**src/hdl/uart_frame_crc8_receiver_macros.svh**
```systemverilog
// ============================================================================
// uart_frame_crc8_receiver_macros - assertion helpers
// Shared concurrent assertion macros for the serial frame receiver.
// ============================================================================
`ifndef UART_FRAME_CRC8_RECEIVER_MACROS_SVH
`define UART_FRAME_CRC8_RECEIVER_MACROS_SVH

// same-cycle implication, disabled while in reset
`define UCRC_ASSERT_IMP(label, clk, rst_n, ante, cons) \
    label: assert property (@(posedge clk) disable iff (!rst_n) (ante) |-> (cons)) \
        else $error("ucrc assertion failed");

// next-cycle implication, disabled while in reset
`define UCRC_ASSERT_NXT(label, clk, rst_n, ante, cons) \
    label: assert property (@(posedge clk) disable iff (!rst_n) (ante) |=> (cons)) \
        else $error("ucrc assertion failed");

// invariant that holds on every edge out of reset
`define UCRC_ASSERT_ALW(label, clk, rst_n, expr) \
    label: assert property (@(posedge clk) disable iff (!rst_n) (expr)) \
        else $error("ucrc assertion failed");

`endif

```
**src/hdl/ucrc_pkg.sv**
```systemverilog
// ============================================================================
// ucrc_pkg - serial frame receiver package
// Types, constants and the CRC-8 byte update shared by the receiver modules.
// ============================================================================
package ucrc_pkg;

    localparam int PAYLOAD_BYTES = 8;
    localparam int PAYLOAD_W     = 64;
    localparam int LANE_W        = 3;
    localparam int POS_W         = 4;

    localparam logic [POS_W-1:0] POS_HUNT = POS_W'(0);
    localparam logic [POS_W-1:0] POS_LEN  = POS_W'(1);
    localparam logic [POS_W-1:0] POS_PAY0 = POS_W'(2);
    localparam logic [POS_W-1:0] POS_CRC  = POS_W'(PAYLOAD_BYTES + 2);
    localparam logic [POS_W-1:0] POS_TAIL = POS_W'(PAYLOAD_BYTES + 3);

    localparam logic [7:0] LEN_BYTE = 8'(PAYLOAD_BYTES);
    localparam logic [7:0] CRC_POLY = 8'h31;
    localparam logic [7:0] CRC_INIT = 8'h00;

    // configuration register indexes
    localparam int CFG_IDX_W = 2;
    localparam int CFG_DATA_W = 16;
    localparam logic [CFG_IDX_W-1:0] REG_HEADER  = CFG_IDX_W'(0);
    localparam logic [CFG_IDX_W-1:0] REG_TAIL    = CFG_IDX_W'(1);
    localparam logic [CFG_IDX_W-1:0] REG_TIMEOUT = CFG_IDX_W'(2);

    localparam logic [7:0]  HEADER_RST  = 8'hA5;
    localparam logic [7:0]  TAIL_RST    = 8'h5A;
    localparam logic [15:0] TIMEOUT_RST = 16'd100;
    localparam logic [15:0] AGE_MAX     = 16'hFFFF;

    // two-entry queues on both sides of the parser
    localparam int QUEUE_DEPTH = 2;
    localparam int QUEUE_AW    = $clog2(QUEUE_DEPTH);
    localparam int QUEUE_CW    = $clog2(QUEUE_DEPTH + 1);

    typedef enum logic [0:0] {
        CMD_BYTE = 1'b0,
        CMD_TICK = 1'b1
    } cmd_kind_t;

    typedef struct packed {
        cmd_kind_t  kind;
        logic       hdr_hit;
        logic       len_hit;
        logic       tail_hit;
        logic [7:0] data;
    } cmd_t;

    typedef struct packed {
        logic                 frame_ok;
        logic [PAYLOAD_W-1:0] payload;
        logic                 online;
    } result_t;

    function automatic logic [7:0] crc8_byte(input logic [7:0] crc, input logic [7:0] b);
        logic [7:0] c;
        c = crc ^ b;
        for (int k = 0; k < 8; k++) begin
            c = c[7] ? ((c << 1) ^ CRC_POLY) : (c << 1);
        end
        return c;
    endfunction

endpackage

```
**src/hdl/uart_frame_crc8_receiver.sv**
```systemverilog
// ============================================================================
// uart_frame_crc8_receiver - serial frame receiver with CRC-8 check
// Header/length/payload/CRC/tail frame parser with link-online status.
// ============================================================================
// Path: an item waits in the intake queue, the parser runs on it from there, and
//   its result is loaded into the result queue that drives the result ports.
// Throughput: one item per cycle while the result queue has room or is popped;
//   the parser and its unrolled CRC-8 byte update are combinational; two-entry queues sit either side.
// Reset: rst_n clears parser, age and both queues at once and loads the marker
//   and timeout registers with their defaults; no clearing pass follows.

module uart_frame_crc8_receiver (
    input  logic                                 clk,
    input  logic                                 rst_n,
    // item intake
    input  logic                                 push,
    output logic                                 full,
    input  logic                                 op,
    input  logic [7:0]                           rx_byte,
    // results
    output logic                                 empty,
    input  logic                                 pop,
    output logic                                 frame_ok,
    output logic [63:0]                          payload,
    output logic                                 online,
    // configuration writes
    input  logic                                 cfg_we,
    input  logic [ucrc_pkg::CFG_IDX_W-1:0]       cfg_index,
    input  logic [ucrc_pkg::CFG_DATA_W-1:0]      cfg_data
);

    // configuration registers
    logic [7:0]     header_reg, header_next;
    logic [7:0]     tail_reg, tail_next;
    logic [15:0]    timeout_reg, timeout_next;

    // front-to-back link
    logic               cmd_valid;
    logic               cmd_take;
    ucrc_pkg::cmd_t     cmd;
    ucrc_pkg::result_t  res;

    // register write decode; an index beyond the list is dropped
    always_comb
    begin
        header_next  = header_reg;
        tail_next    = tail_reg;
        timeout_next = timeout_reg;
        if (cfg_we)
        begin
            unique case (cfg_index)
                ucrc_pkg::REG_HEADER:  header_next  = cfg_data[7:0];
                ucrc_pkg::REG_TAIL:    tail_next    = cfg_data[7:0];
                ucrc_pkg::REG_TIMEOUT: timeout_next = cfg_data[15:0];
                default: ;
            endcase
        end
    end

    always_ff @(posedge clk or negedge rst_n)
    begin
        if (!rst_n)
        begin
            header_reg  <= ucrc_pkg::HEADER_RST;
            tail_reg    <= ucrc_pkg::TAIL_RST;
            timeout_reg <= ucrc_pkg::TIMEOUT_RST;
        end
        else
        begin
            header_reg  <= header_next;
            tail_reg    <= tail_next;
            timeout_reg <= timeout_next;
        end
    end

    // front: takes items, tags bytes with header/length/tail matches
    ucrc_front u_front (
        .clk         (clk),
        .rst_n       (rst_n),
        .push        (push),
        .full        (full),
        .op          (op),
        .rx_byte     (rx_byte),
        .header_byte (header_reg),
        .tail_byte   (tail_reg),
        .cmd_valid   (cmd_valid),
        .cmd_take    (cmd_take),
        .cmd         (cmd)
    );

    // back: frame parser, CRC compare, age counter and result queue
    ucrc_back u_back (
        .clk                (clk),
        .rst_n              (rst_n),
        .cmd_valid          (cmd_valid),
        .cmd_take           (cmd_take),
        .cmd                (cmd),
        .offline_timeout_ms (timeout_reg),
        .empty              (empty),
        .pop                (pop),
        .res                (res)
    );

    assign frame_ok = res.frame_ok;
    assign payload  = res.payload;
    assign online   = res.online;

endmodule

```
**src/hdl/ucrc_front.sv**
```systemverilog
// ============================================================================
// ucrc_front - item intake and classification
// Tags each accepted item with its kind and marker matches, queues it.
// ============================================================================
`include "uart_frame_crc8_receiver_macros.svh"

module ucrc_front (
    input  logic                 clk,
    input  logic                 rst_n,
    input  logic                 push,
    output logic                 full,
    input  logic                 op,
    input  logic [7:0]           rx_byte,
    input  logic [7:0]           header_byte,
    input  logic [7:0]           tail_byte,
    output logic                 cmd_valid,
    input  logic                 cmd_take,
    output ucrc_pkg::cmd_t       cmd
);

    ucrc_pkg::cmd_t                       q_mem_reg [ucrc_pkg::QUEUE_DEPTH];
    logic [ucrc_pkg::QUEUE_AW-1:0]        wr_ptr_reg, wr_ptr_next;
    logic [ucrc_pkg::QUEUE_AW-1:0]        rd_ptr_reg, rd_ptr_next;
    logic [ucrc_pkg::QUEUE_CW-1:0]        count_reg, count_next;
    ucrc_pkg::cmd_t                       cls;
    logic                                 wr_en, rd_en;

    // classify on markers; the user changes them only while idle, not enforced
    always_comb
    begin
        cls.kind     = op ? ucrc_pkg::CMD_TICK : ucrc_pkg::CMD_BYTE;
        cls.hdr_hit  = (rx_byte == header_byte);
        cls.len_hit  = (rx_byte == ucrc_pkg::LEN_BYTE);
        cls.tail_hit = (rx_byte == tail_byte);
        cls.data     = rx_byte;
    end

    assign full      = (count_reg == ucrc_pkg::QUEUE_CW'(ucrc_pkg::QUEUE_DEPTH));
    assign wr_en     = push && !full;
    assign cmd_valid = (count_reg != '0);
    assign rd_en     = cmd_take && cmd_valid;
    assign cmd       = q_mem_reg[rd_ptr_reg];

    always_comb
    begin
        wr_ptr_next = wr_ptr_reg;
        rd_ptr_next = rd_ptr_reg;
        count_next  = count_reg;
        if (wr_en)
        begin
            wr_ptr_next = (wr_ptr_reg == ucrc_pkg::QUEUE_AW'(ucrc_pkg::QUEUE_DEPTH - 1)) ?
                          '0 : wr_ptr_reg + 1'b1;
        end
        if (rd_en)
        begin
            rd_ptr_next = (rd_ptr_reg == ucrc_pkg::QUEUE_AW'(ucrc_pkg::QUEUE_DEPTH - 1)) ?
                          '0 : rd_ptr_reg + 1'b1;
        end
        if (wr_en && !rd_en)
        begin
            count_next = count_reg + 1'b1;
        end
        else if (rd_en && !wr_en)
        begin
            count_next = count_reg - 1'b1;
        end
    end

    always_ff @(posedge clk or negedge rst_n)
    begin
        if (!rst_n)
        begin
            wr_ptr_reg <= '0;
            rd_ptr_reg <= '0;
            count_reg  <= '0;
        end
        else
        begin
            wr_ptr_reg <= wr_ptr_next;
            rd_ptr_reg <= rd_ptr_next;
            count_reg  <= count_next;
        end
    end

    always_ff @(posedge clk)
    begin
        if (wr_en)
        begin
            q_mem_reg[wr_ptr_reg] <= cls;
        end
    end

    `UCRC_ASSERT_ALW(a_front_count_bound, clk, rst_n,
        count_reg <= ucrc_pkg::QUEUE_CW'(ucrc_pkg::QUEUE_DEPTH))

endmodule

```
**src/hdl/ucrc_back.sv**
```systemverilog
// ============================================================================
// ucrc_back - frame parser, CRC check and link age
// Runs queued items through the parser and queues one result per item.
// ============================================================================
`include "uart_frame_crc8_receiver_macros.svh"

module ucrc_back (
    input  logic                 clk,
    input  logic                 rst_n,
    input  logic                 cmd_valid,
    output logic                 cmd_take,
    input  ucrc_pkg::cmd_t       cmd,
    input  logic [15:0]          offline_timeout_ms,
    output logic                 empty,
    input  logic                 pop,
    output ucrc_pkg::result_t    res
);

    logic [ucrc_pkg::POS_W-1:0]     pos_reg, pos_next;
    logic [7:0]                     crc_reg, crc_next;
    logic [7:0]                     rcrc_reg, rcrc_next;
    logic [ucrc_pkg::PAYLOAD_W-1:0] pay_reg, pay_next;
    logic                           ever_reg, ever_next;
    logic [15:0]                    age_reg, age_next;

    ucrc_pkg::result_t              rq_mem_reg [ucrc_pkg::QUEUE_DEPTH];
    logic [ucrc_pkg::QUEUE_AW-1:0]  wr_ptr_reg, wr_ptr_next;
    logic [ucrc_pkg::QUEUE_AW-1:0]  rd_ptr_reg, rd_ptr_next;
    logic [ucrc_pkg::QUEUE_CW-1:0]  count_reg, count_next;

    logic                           proc, rd_en, good;
    logic [ucrc_pkg::LANE_W-1:0]    lane;
    ucrc_pkg::result_t              res_new;

    assign empty = (count_reg == '0);
    assign rd_en = pop && !empty;
    // a slot is free now, or the head leaves this cycle
    assign proc     = cmd_valid &&
                      ((count_reg != ucrc_pkg::QUEUE_CW'(ucrc_pkg::QUEUE_DEPTH)) || rd_en);
    assign cmd_take = proc;
    assign res      = rq_mem_reg[rd_ptr_reg];
    assign lane     = ucrc_pkg::LANE_W'(pos_reg - ucrc_pkg::POS_PAY0);
    assign good     = cmd.tail_hit && (rcrc_reg == crc_reg);

    // parser and age update
    always_comb
    begin
        pos_next  = pos_reg;
        crc_next  = crc_reg;
        rcrc_next = rcrc_reg;
        pay_next  = pay_reg;
        ever_next = ever_reg;
        age_next  = age_reg;
        res_new.frame_ok = 1'b0;
        res_new.payload  = '0;
        if (cmd.kind == ucrc_pkg::CMD_TICK)
        begin
            if (age_reg != ucrc_pkg::AGE_MAX)
            begin
                age_next = age_reg + 1'b1;
            end
        end
        else if (pos_reg == ucrc_pkg::POS_HUNT)
        begin
            if (cmd.hdr_hit)
            begin
                pos_next  = ucrc_pkg::POS_LEN;
                crc_next  = ucrc_pkg::CRC_INIT;
                rcrc_next = '0;
                pay_next  = '0;
            end
        end
        else if (pos_reg == ucrc_pkg::POS_LEN)
        begin
            // length wins over a repeated header of the same value
            if (cmd.len_hit)
            begin
                pos_next = ucrc_pkg::POS_PAY0;
            end
            else if (cmd.hdr_hit)
            begin
                pos_next  = ucrc_pkg::POS_LEN;
                crc_next  = ucrc_pkg::CRC_INIT;
                rcrc_next = '0;
                pay_next  = '0;
            end
            else
            begin
                pos_next = ucrc_pkg::POS_HUNT;
            end
        end
        else if (pos_reg < ucrc_pkg::POS_CRC)
        begin
            pay_next[lane*8 +: 8] = pay_reg[lane*8 +: 8] | cmd.data;
            crc_next = ucrc_pkg::crc8_byte(crc_reg, cmd.data);
            pos_next = pos_reg + 1'b1;
        end
        else if (pos_reg == ucrc_pkg::POS_CRC)
        begin
            rcrc_next = cmd.data;
            pos_next  = pos_reg + 1'b1;
        end
        else
        begin
            if (good)
            begin
                res_new.frame_ok = 1'b1;
                res_new.payload  = pay_reg;
                ever_next        = 1'b1;
                age_next         = '0;
            end
            pos_next = ucrc_pkg::POS_HUNT;
        end
        res_new.online = ever_next && (age_next <= offline_timeout_ms);
    end

    // result queue pointers
    always_comb
    begin
        wr_ptr_next = wr_ptr_reg;
        rd_ptr_next = rd_ptr_reg;
        count_next  = count_reg;
        if (proc)
        begin
            wr_ptr_next = (wr_ptr_reg == ucrc_pkg::QUEUE_AW'(ucrc_pkg::QUEUE_DEPTH - 1)) ?
                          '0 : wr_ptr_reg + 1'b1;
        end
        if (rd_en)
        begin
            rd_ptr_next = (rd_ptr_reg == ucrc_pkg::QUEUE_AW'(ucrc_pkg::QUEUE_DEPTH - 1)) ?
                          '0 : rd_ptr_reg + 1'b1;
        end
        if (proc && !rd_en)
        begin
            count_next = count_reg + 1'b1;
        end
        else if (rd_en && !proc)
        begin
            count_next = count_reg - 1'b1;
        end
    end

    always_ff @(posedge clk or negedge rst_n)
    begin
        if (!rst_n)
        begin
            pos_reg    <= ucrc_pkg::POS_HUNT;
            crc_reg    <= ucrc_pkg::CRC_INIT;
            rcrc_reg   <= '0;
            pay_reg    <= '0;
            ever_reg   <= 1'b0;
            age_reg    <= '0;
            wr_ptr_reg <= '0;
            rd_ptr_reg <= '0;
            count_reg  <= '0;
        end
        else
        begin
            if (proc)
            begin
                pos_reg  <= pos_next;
                crc_reg  <= crc_next;
                rcrc_reg <= rcrc_next;
                pay_reg  <= pay_next;
                ever_reg <= ever_next;
                age_reg  <= age_next;
            end
            wr_ptr_reg <= wr_ptr_next;
            rd_ptr_reg <= rd_ptr_next;
            count_reg  <= count_next;
        end
    end

    always_ff @(posedge clk)
    begin
        if (proc)
        begin
            rq_mem_reg[wr_ptr_reg] <= res_new;
        end
    end

    `UCRC_ASSERT_ALW(a_pos_range, clk, rst_n, pos_reg <= ucrc_pkg::POS_TAIL)
    `UCRC_ASSERT_IMP(a_ok_online, clk, rst_n, proc && res_new.frame_ok, res_new.online)
    `UCRC_ASSERT_NXT(a_ok_age, clk, rst_n, proc && res_new.frame_ok, ever_reg && (age_reg == '0) && (pos_reg == ucrc_pkg::POS_HUNT))
    `UCRC_ASSERT_IMP(a_no_write_full, clk, rst_n, count_reg == ucrc_pkg::QUEUE_CW'(ucrc_pkg::QUEUE_DEPTH) && !rd_en, !proc)

endmodule
```
**config.mk**
```make
export PLATFORM = sky130hd
export DESIGN_NAME = uart_frame_crc8_receiver
export DESIGN_NICKNAME = d
export VERILOG_FILES = /design/src/hdl/ucrc_pkg.sv /design/src/hdl/uart_frame_crc8_receiver.sv /design/src/hdl/ucrc_front.sv /design/src/hdl/ucrc_back.sv
export VERILOG_INCLUDE_DIRS = /design/src /design/src/hdl
export SDC_FILE = /design/constraint.sdc
export NUM_CORES = 1
export LEC_CHECK = 0
export ABC_AREA = 1
export BUFFER_PORTS_ARGS = -buffer_cell sky130_fd_sc_hd__buf_2
export CAP_MARGIN = 10
export CORE_UTILIZATION = 40
export CTS_CLUSTER_DIAMETER = 150
export DETAILED_ROUTE_END_ITERATION = 16
export GPL_TIMING_DRIVEN = 1
export PLACE_DENSITY = 0.58
export SLEW_MARGIN = 40
export SYNTH_ARGS = -nofsm -noshare
export SYNTH_HDL_FRONTEND = slang
export SYNTH_SLANG_ARGS = --single-unit
```
**constraint.sdc**
```tcl
create_clock -name clk -period 13.03 [get_ports clk]
set_input_delay 1.303 -clock clk [delete_from_list [all_inputs] [get_ports clk]]
set_output_delay 1.303 -clock clk [all_outputs]
set_load 0.005 [all_outputs]
```
---- After elaboration in Yosys (flattened, before gate mapping) ----
Memories as Yosys holds them, arrays and structs flattened.
Cells that the tools add are included.
Widths: inputs -> output; s select.
storage, ports and cells
  bits in latches ......................... 0
  memories kept ........................... 2
  bits in read-only memories .............. 0
  register bits after elaboration ......... 141
  RAM bits ................................ 156
  output and inout port bits .............. 68
  word-level logic and storage cells ...... 154
memories
  memory             depth  bits a word  read ports  clocked after memory_dff  wr ports  line              RTL
  u_back.rq_mem_reg  2      66           1           0                         1         ucrc_back.sv:26   ucrc_pkg::result_t rq_mem_reg [ucrc_pkg::QUEUE_DEPTH];
  u_front.q_mem_reg  2      12           1           0                         1         ucrc_front.sv:21  ucrc_pkg::cmd_t q_mem_reg [ucrc_pkg::QUEUE_DEPTH];
operators by class
  shifts and indexed selects .............. 3
  divide/modulo/power cells ............... 0
  bitwise logic cells ..................... 11
  add/sub/neg operators ................... 12
  reduce and logical (&&, ||, !) cells .... 31
  multiplexer cells ....................... 64
  $mul .................................... 0
  magnitude comparators ................... 2
  equal/unequal tests ..................... 14
operators with widths
  cell                     count
  $mux 65                  6
  $mux 64                  5
  $mux 16                  7
  $mux 8                   11
  $bwmux 64                1
  $shift 8x34->64 const A  1
  $shiftx 64x7->8          1
  $shiftx 8x34->64         1
  $mux 6                   8
  $neg 6->34               1
  $eq 8x8->1               3
  $mux 4                   6
  $not 3->3                8
  $add 16x1->16 const B    1
  $le 16x16->1             1
  $mux 1                   16
  $ne 16x16->1 const B     1
  $logic_and 1x1->1        10
  $eq 8x4->1 const B       1
  $mux 2                   4
  $or 8x8->8               1
  $xor 8x8->8              1
  $logic_not 1->1          6
  $reduce_and 2->1         3
  22 further kinds         33

---- Longest topological paths before layout ----
Gate-level depths: netlist of the first run.
An unclocked memory read counts as a cell.
  depth after elaboration ................. 21
  gate-level depth with buffers ........... 21
  depth with buffers taken out ............ 20

---- Cells and area by module ----
A second synthesis of the first run with hierarchy kept.
unflattened totals
  cell total of the unflattened synthesis .. 1637
  area, all modules ....................... 14461.4 µm²
by module, submodules not included
  module                    seq. area each (µm²)  cells an instance  times used  area each (µm²)
  ucrc_back                 6591.3                1318               1           11649.9
  ucrc_front                820.8                 176                1           1421.4
  uart_frame_crc8_receiver  814.5                 143                1           1390.1

---- Least setup slack after synthesis of the first run ----
Ideal clock, no wire load.
  kind .................................... input to register
  start ................................... in pop
  end ..................................... mem u_back.rq_mem_reg[0][0] (netlist name), enable pin
  required time ........................... 12.539 ns
  slack ................................... 7.991 ns
  library setup time ...................... 0.491 ns
  path buffers ............................ 1
  stages .................................. 4
  arrival time ............................ 4.548 ns
  cells stage by stage .................... nand3b_1 o21ai_1 clkbuf_1 nor2_1
between the ends
  cells in the longest elaborated chain, start to end .. 5
ends and longest elaborated chain
  what                          line                            RTL
  start, declared               uart_frame_crc8_receiver.sv:22  input logic pop,
  $logic_and 1x1->1             ucrc_back.sv:36                 assign rd_en = pop && !empty;
  $logic_or 1x1->1              ucrc_back.sv:39                 ((count_reg != ucrc_pkg::QUEUE_CW'(ucrc_pkg::QUEUE_DEPTH)) || rd_en);
  $logic_and 1x1->1             ucrc_back.sv:38                 assign proc = cmd_valid &&
  $mux 1                        ucrc_back.sv:176                if (proc)
  $mux 1 (not written as such)  ucrc_back.sv:178                rq_mem_reg[wr_ptr_reg] <= res_new;
  end, declared                 ucrc_back.sv:26
Every way passes these cells.

==> flow_summary.toml, run 1 <==
[power]
power_mw = 4.291
p_comb_share_pct = 43.3
pwr-share-seq_pct = 36.8
leakage_nw = 7.209
swShare_pct = 42.67
ir_worst_vdd_v = 0.0001528
internal-power_mw = 2.460
clkPwrFrac_pct = 19.9
p_sw_mw = 1.831
p_per_area_mw_per_mm2 = 266.1

[clocking]
cts_tree = "yes"
postCtsHoldBufs = 0
cts_buffer_depth = 3
cts.clk_slew.worst_paths_ns = 0.06
worstSkewPairLatency_ns = 0.58
cts_setup_buffers = 0
cts_max_level = 1
clockRootBuffer = "clkbuf_16"
cts_sinks = 297
numCtsBuffers = 31
cts-resized-gates = 0

[setup_path]
cp-start-kind = "flop"
cp_max_fo = 70
critical_path_class = "flop to flop"
slowest_delay_ns = 0.83
cpMostUsedCell = "nand2_1"
reg2reg_to = "u_back.rq_mem_reg[1][0]"
r2r_setup_slack_ns = 8.24
crit_required_ns = 13.36
reg2reg_depth = 17
crit_chain = "inv_2, ha_1, nand3_1, nand2_1, nor3b_2, nand3_2, buf_4, o21ai_0, a21oi_1, ha_1, nand2_1, nor2_1, nand4_1, o21ai_0, nand2_1, o21ai_1, inv_1"
worstReg2RegStart = "u_back.pos_reg[0]"
startpoint = "u_back.pos_reg[0]"
slowest_stage = "dfrtp_4"
arrival_ns = 5.12
endpoint_kind = "flop"

[final_layout]
final_common_cell = "nand2_1"
fin_util_pct = 46.34
layout.nets = 1687
drive_gt1_share_pct = 13.61
areaGrowthSynthToFinish_pct = 13.38
fin_cells = 2108
fill_cells = 3354
multiInputGateArea_mm2 = 0.005154
largest_reg_flops = 132
regArea_mm2 = 0.008232
fin_area_mm2 = 0.01613
layout_common_cells = "nand2_1, edfxtp_1, inv_1"
diodes = 0

[timing]
finalCritPeriodShare_pct = 36.76
tightest_slew_ns = 0.8413
rsz0062_at_grt = "no"
setup_ws_ns = 8.240
slew_violations = 0
hold_violations = 0
hold_slack_ns = 0.4786
setup_viol = 0
fmaxAchievable_mhz = 208.8
finalCriticalPeriod_ns = 4.790
fin_skew_ns = 0.01572
setup_tns_ns = 0
slew_headroom_pct = 43.91

[synthesis]
async_flop_share_pct = 47.47
synth_seq_cells = 297
ys_warn_count = 0
synth_top_cell_area_share_pct = 32.94
synth_area_leaders = "edfxtp_1, dfrtp_1, nand2_1"
synth_area_leader_cell = "edfxtp_1"
syn_nets = 1603
syn_avg_cell_area_um2 = 9.211
seq_area_frac_synth_pct = 57.84
netlist_area_mm2 = 0.01422
synth-main-ff-cell = "edfxtp_1"
synth-edff-count = 156
yosysUniqueCellTypes = 46
synthCells = 1544

[placement]
place_area_mm2 = 0.01515
io_buffers = 99
pre_cts_ws_ns = 8.269
gp_congestion = 0.9198
hpwl_um = 24180
place_inst = 2050

[floorplanning]
dieWidth_um = 190.6
start_util_pct = 40.87
die_area_mm2 = 0.03631
rows = 68
die_h_um = 190.6
io-pin-count = 100
coreArea_mm2 = 0.03480

[grt]
grt_usage_pct = 19.28
grt_pass1_wl_um = 55560
antenna_found_initial = 0
grt_max_degree = 73
gr-total-overflow = 0
grt_pass1_vias = 10274

[min_path]
hold_class = "flop to flop"
worstHoldPathCells = 1
hold_path_end = "u_back.ever_reg"
hold_path.startpoint = "u_back.ever_reg"

[detailed_routing]
drt-pass1-iter-count = 7
ant_nets = 0
dr.first_iter.drc_count = 766
drt-total-wl_um = 34470
vias = 10649
vias_per_cell = 5.052
drc = 0
wire_per_inst_um = 16.35

[run_status]
status = "finished, final reports clean"

[run]
maxCapViolCount = 0
[logic make-up after synthesis]
group	count (synthesis)	share of synthesized area [%]
AND/OR/NAND/NOR	723	22.00
flip-flops	297	57.84
AO/OA/AOI/OAI	237	9.378
buffers and inverters	225	6.193
XOR/XNOR	35	2.208
adder cells (fa/ha/maj)	27	2.375
[power groups by stage]
stage               logic (mW)  clock network (mW)  registers, mW
global route              2.08               0.910           1.62
floorplan                 1.31                   0           1.54
CTS                       1.87               0.873           1.58
detailed placement        1.87                   0           1.60
global placement          1.85                   0           1.59
finish                    1.86               0.853           1.58
[worst max-delay path: cells and delay by family, from the launching register on]
kind | cells | cell delay (ns)
compound gates | 4 | 0.50
flops | 1 | 0.83
fa+ha+maj | 2 | 0.66
buf+inv | 3 | 0.98
simple gates | 8 | 1.50
[Yosys cell counts, types with 3 or more instances]
cell,instances
nand4_1,19
nand2_2,3
o21ai_2,8
nor2_4,4
and2_1,9
inv_1,156
edfxtp_1,156
a21oi_1,59
nand2_1,445
ha_1,27
nor4_1,4
nand2_4,6
o32ai_1,3
dfrtp_1,130
clkinv_1,4
nor2_2,7
o22ai_1,58
xor2_1,15
inv_2,9
nor2_1,114
buf_1,9
xnor2_1,19
o21ai_0,91
nor3_1,6
nor2_8,3
dfstp_2,11
or2_2,7
o21ai_1,7
buf_2,15
clkbuf_1,29
nand3_1,87
o31ai_1,5
[routing by layer]
layer	wire [um]	share of wire, %	GRT usage [%]	up-vias
li1	-	-	-	5294
met1	15370	45	25.76	5043
met2	16730	49	32.57	247
met3	1251	3.6	2.116	65
met4	1122	3.3	6.523	0
met5	0	0	0	-
[how the worst max path moves through the flow]
stage	cells after the start	slack (ns)	endpoint
after floorplan	4	7.99	u_back.rq_mem_reg[0][0]
after global placement	17	8.08	u_back.rq_mem_reg[0][0]
after detailed placement	17	8.27	u_back.rq_mem_reg[0][0]
after CTS	17	8.27	u_back.rq_mem_reg[1][0]
after global routing	18	7.74	u_back.rq_mem_reg[1][0]
final	17	8.24	u_back.rq_mem_reg[1][0]
[final cells by class]
class | count | area share [%]
clock buffers | 44 | 5.175
clock inverters | 14 | 0.8535
inverters | 170 | 3.973
multi-input cells | 1022 | 31.96
flip-flops and latches | 297 | 51.05
well taps | 455 | 3.530
repair buffers | 106 | 3.461
Note: power is estimated with default switching activity, not from simulation.
==> run 2: changes to the inputs <==
==> constraint.sdc (replaced) <==
create_clock -name clk -period 4.7 [get_ports clk]
set_input_delay 0.47 -clock clk [delete_from_list [all_inputs] [get_ports clk]]
set_output_delay 0.47 -clock clk [all_outputs]
set_load 0.005 [all_outputs]
==> run 2 against run 1 <==
Compared with the run above: maximum frequency rose by 27%; clock skew grew 0.011 ns; final area grew 1.7%; power rose to 2.9 times the previous value; non-clock buffer count grew 8; sequential power increased to 2.7 times the previous value; first-iteration DRC count is 2.1% lower; wire length increased by 4.0%; hold slack worse by 0.32 ns; sequential share of layout area down 0.88 points; highest routed layer unchanged.
==> flow_summary.toml, run 2 (synthesized netlist as in run 1, its figures left out) <==
[clocking]
cts_tree = "yes"
postCtsHoldBufs = 0
clockRootBuffer = "clkbuf_16"
numCtsBuffers = 34
cts-resized-gates = 0
cts.clk_slew.worst_paths_ns = 0.06
cts_setup_buffers = 0
cts_sinks = 297
cts_buffer_depth = 3
cts_max_level = 2
worstSkewPairLatency_ns = 0.53

[setup_path]
cp_max_fo = 48
critical_path_class = "flop to flop"
reg2reg_to = "u_back.rq_mem_reg[1][0]"
endpoint_kind = "flop"
crit_chain = "ha_1, nand3_1, nand2_1, nor3b_2, nand3_2, buf_4, nand2_1, nand2_1, nand2_1, ha_1, inv_1, a21oi_1, o21ai_0, a21oi_1, o21ai_0, nand2_1, o21ai_1, inv_1"
r2r_setup_slack_ns = 0.92
arrival_ns = 4.05
cp-start-kind = "flop"
slowest_delay_ns = 0.87
slowest_stage = "dfrtp_1"
cpMostUsedCell = "nand2_1"
reg2reg_depth = 18
cp.buffers_inverters = 3
crit_required_ns = 4.97
path_delay_family = "simple AND/OR/NAND/NOR gates"
worstReg2RegStart = "u_back.pos_reg[1]"

[grt]
grt_usage_pct = 20.22
gr-total-overflow = 0
grt_pass1_vias = 10394
grt_pass1_wl_um = 57300
grt_max_degree = 104
antenna_found_initial = 0

[power]
p_per_area_mw_per_mm2 = 754.3
ir_worst_vdd_v = 0.0003287
leakage_nw = 7.336

[final_layout]
largest_reg_flops = 132
areaGrowthSynthToFinish_pct = 15.33
final_common_cell = "nand2_1"
layout_common_cells = "nand2_1, edfxtp_1, inv_1"
layout.nets = 1698
fin_area_mm2 = 0.01640
drive_gt1_share_pct = 14.23
diodes = 0

[run]
maxCapViolCount = 0

[min_path]
hold_path_end = "u_front.q_mem_reg[1][11]"
worstHoldPathCells = 1
hold_class = "input pin to flop"
hold_path.startpoint = "op"

[placement]
place_area_mm2 = 0.01526
hpwl_um = 25170
io_buffers = 99
gp_congestion = 0.9181

[timing]
finalCritPeriodShare_pct = 80.47
setup_viol = 0
finalCriticalPeriod_ns = 3.782
fmaxAchievable_mhz = 264.4
setup_tns_ns = 0
fin_skew_ns = 0.02635
slew_violations = 0
slew_headroom_pct = 45.69
tightest_slew_ns = 0.8147
hold_violations = 0
rsz0062_at_grt = "no"

[detailed_routing]
dr.first_iter.drc_count = 750
drt-total-wl_um = 35860
ant_nets = 0
vias_per_cell = 5.069
vias = 10746
wire_per_inst_um = 16.91
drc = 0
drt-pass1-iter-count = 9

[floorplanning]
die_h_um = 190.6
dieWidth_um = 190.6
die_area_mm2 = 0.03631
io-pin-count = 100
start_util_pct = 40.87
rows = 68
coreArea_mm2 = 0.03480

[run_status]
status = "finished, final reports clean"
## run 2: per-layer routing
layer | vias up | track usage (%) | part of all wire (%)
met5 | - | 0 | 0
met1 | 5074 | 26.86 | 44
met4 | 0 | 6.892 | 2.8
met2 | 288 | 34.07 | 49
met3 | 59 | 2.521 | 4.2
li1 | 5325 | - | -
## run 2: layout make-up
class	instances	area [um2]
Fill cell	3363	18400
Multi-Input combinational cell	1022	5154
Clock inverter	16	177.7
Sequential cell	297	8229
Tap cell	455	569.3
Clock buffer	46	927.1
Timing Repair Buffer	114	705.7
Inverter	170	640.6
## run 2: report_power, final
| part | switching [mW] | total [mW] | internal, mW |
|---|---|---|---|
| sequential | 0.434 | 4.31 | 3.87 |
| combinational | 3.74 | 5.44 | 1.70 |
| clock | 1.06 | 2.63 | 1.57 |
## run 2: worst reg2reg max path, stage by stage, from the launching register on
cell and delay (ns):
dfrtp_1 0.87, ha_1 0.32, nand3_1 0.13, nand2_1 0.20
nor3b_2 0.09, nand3_2 0.31, buf_4 0.49, nand2_1 0.10
nand2_1 0.09, nand2_1 0.06, ha_1 0.17, inv_1 0.05
a21oi_1 0.05, o21ai_0 0.14, a21oi_1 0.09, o21ai_0 0.14
nand2_1 0.09, o21ai_1 0.08, inv_1 0.06
## run 2: worst max-delay path by stage
stage	from	endpoint	slack, ns	cells past startpoint
floorplan	pop	u_back.rq_mem_reg[0][0]	0.49	4
global placement	u_back.pos_reg[1]	u_back.rq_mem_reg[0][0]	1.05	18
detailed placement	u_back.pos_reg[1]	u_back.rq_mem_reg[0][0]	0.98	18
CTS	u_back.pos_reg[1]	u_back.rq_mem_reg[1][0]	0.96	18
global route	u_back.pos_reg[1]	u_back.rq_mem_reg[1][0]	0.48	18
finish	u_back.pos_reg[1]	u_back.rq_mem_reg[1][0]	0.92	18
## run 2: through the flow
stage                     power (mW)  util [%]  std cells  hold slack, ns  setup WS, ns
after floorplan                7.892         -       1544          0.1744        0.4943
after global placement         9.659     43.64       2054          0.4634         1.052
after detailed placement       9.799     43.86       2056          0.4717        0.9827
after CTS                      12.47     47.03       2118         0.04269        0.9591
after global routing           13.29     47.14       2120          0.1387        0.4784
final                          12.37     47.14       2120          0.1596        0.9179
==> run 3: changes to the inputs <==
--- a/config.mk
+++ b/config.mk
@@ -13,7 +13,7 @@
 export CTS_CLUSTER_DIAMETER = 150
 export DETAILED_ROUTE_END_ITERATION = 16
 export GPL_TIMING_DRIVEN = 1
-export PLACE_DENSITY = 0.58
+export PLACE_DENSITY = 0.6
 export SLEW_MARGIN = 40
 export SYNTH_ARGS = -nofsm -noshare
 export SYNTH_HDL_FRONTEND = slang
==> constraint.sdc (replaced) <==
create_clock -name clk -period 3.34 [get_ports clk]
set_input_delay 0.334 -clock clk [delete_from_list [all_inputs] [get_ports clk]]
set_output_delay 0.334 -clock clk [all_outputs]
set_load 0.005 [all_outputs]
==> run 3 against run 2 <==
Compared with the run above: hold slack worse by 0.087 ns; clock power up 49%; final cell count increased by 0.85%; via count grew 1.7%; core utilization up 0.55 points; flip-flop and latch count is the same; global-route usage is 0.36 points lower; critical path depth up 1; power grew 43%; first-iteration DRC count is 1.3% higher; sequential power is 39% higher.
==> flow_summary.toml, run 3 (synthesized netlist as in run 1, its figures left out) <==
[detailed_routing]
drt-total-wl_um = 35180
dr.first_iter.drc_count = 760
vias = 10934
drc = 0
wire_per_inst_um = 16.46
ant_nets = 0
drt-pass1-iter-count = 6
vias_per_cell = 5.114

[clocking]
cts.clk_slew.worst_paths_ns = 0.06
cts_sinks = 297
clockRootBuffer = "clkbuf_16"
cts_max_level = 2
numCtsBuffers = 35
cts_tree = "yes"
worstSkewPairLatency_ns = 0.52
cts_buffer_depth = 3

[final_layout]
layout_common_cells = "nand2_1, edfxtp_1, inv_1"
fin_util_pct = 47.69
layout.nets = 1716
fill_cells = 3262
largest_reg_flops = 132
areaGrowthSynthToFinish_pct = 16.69
regArea_mm2 = 0.008229
drive_gt1_share_pct = 15.45
final_common_cell = "nand2_1"
fin_cells = 2138
diodes = 0
multiInputGateArea_mm2 = 0.005169
fin_area_mm2 = 0.01660

[timing]
setup_viol = 0
hold_violations = 0
finalCriticalPeriod_ns = 3.007
tightest_slew_ns = 0.7490
fin_skew_ns = 0.02309
setup_ws_ns = 0.3328
slew_violations = 0
slew_headroom_pct = 50.07
finalCritPeriodShare_pct = 90.04
fmaxAchievable_mhz = 332.5
hold_slack_ns = 0.07307
setup_tns_ns = 0

[setup_path]
reg2reg_to = "u_back.rq_mem_reg[0][0]"
critical_path_class = "flop to flop"
arrival_ns = 3.27
crit_required_ns = 3.60
r2r_setup_slack_ns = 0.33
reg2reg_depth = 19
cp-start-kind = "flop"
cp_max_fo = 17
endpoint_kind = "flop"
worstReg2RegStart = "u_back.age_reg[0]"

[placement]
gp_congestion = 0.9293
hpwl_um = 24710
place_area_mm2 = 0.01532
io_buffers = 99
place_inst = 2070
pre_cts_ws_ns = 0.1729

[floorplanning]
start_util_pct = 40.87
die_area_mm2 = 0.03631
dieWidth_um = 190.6
io-pin-count = 100
coreArea_mm2 = 0.03480
die_h_um = 190.6
rows = 68

[min_path]
hold_class = "input pin to flop"
worstHoldPathCells = 3
hold_path.startpoint = "cfg_data[8]"
hold_path_end = "timeout_reg[8]"

[power]
power_mw = 17.69
leakage_nw = 7.437
ir_worst_vdd_v = 0.0004531
p_per_area_mw_per_mm2 = 1066

[grt]
met3_usage_pct = 2.705
grt_pass1_vias = 10740
grt_pass1_wl_um = 57200
use_met2_pct = 34.06
antenna_found_initial = 0
gr-total-overflow = 0
grt_max_degree = 101
grt_most_used_layer = "met2"
grtUsageMet1_pct = 25.71
grt_usage_pct = 19.86

[run_status]
status = "finished, final reports clean"

[run]
maxCapViolCount = 0
## run 3: cell count changes in the layout (fill, tap and decap cells not counted), sizes merged
cell | before | now
buf | 113 | 129
clkinv | 12 | 10
dlygate4sd3 | 1 | 2
clkbuf | 46 | 44
clkinvlp | 2 | 5
bufinv | 3 | 5
## run 3: how the worst max path moves through the flow
stage          slack (ns)              start                      end  cells after the start
2_1_floorplan        0.11  u_back.pos_reg[0]  u_back.rq_mem_reg[0][0]                     19
3_3_place_gp         0.26  u_back.age_reg[0]  u_back.rq_mem_reg[0][0]                     19
3_5_place_dp         0.17  u_back.age_reg[0]  u_back.rq_mem_reg[0][0]                     19
4_1_cts              0.16  u_back.age_reg[0]  u_back.rq_mem_reg[0][0]                     19
5_1_grt            -0.008  u_back.age_reg[0]  u_back.rq_mem_reg[0][0]                     19
6_report             0.33  u_back.age_reg[0]  u_back.rq_mem_reg[0][0]                     19
## run 3: layout make-up
cell class | instances | share of cell area (%)
Sequential cell | 297 | 49.59
Timing Repair Buffer | 131 | 4.795
Multi-Input combinational cell | 1022 | 31.14
Inverter | 170 | 3.860
Tap cell | 455 | 3.430
Clock buffer | 44 | 5.669
Clock inverter | 19 | 1.515
## run 3: metal layers
layer	part of all wire, %	wire [um]
met5	0	0
met4	3.1	1088
met3	5.0	1775
met2	48	16950
met1	44	15370
## run 3: power breakdown
group          switching (mW)  internal, mW
clock network            1.52          2.41
registers               0.553          5.45
logic                    5.30          2.45
total                    7.38          10.3
## run 3: what timing repair did
action                                 in CTS  in global routing
endpoints found under the hold margin      94                  0
resized for setup                           0                  3
setup buffers                               0                  2
hold buffers                                2                  0
setup endpoints to repair                   0                  2
## run 3: critical path, stage by stage (launching register included)
cell	delay [ns]
dfrtp_1	0.38
ha_1	0.20
inv_1	0.06
nor2_2	0.16
nand3_1	0.14
nor2_2	0.14
nand3_2	0.13
nand2_2	0.13
inv_2	0.15
nand2_1	0.10
nand2_1	0.07
and2_1	0.14
ha_1	0.31
nand2_1	0.06
o21ai_0	0.17
a21oi_1	0.05
o21ai_0	0.15
nand2_1	0.08
o21ai_1	0.07
inv_1	0.06
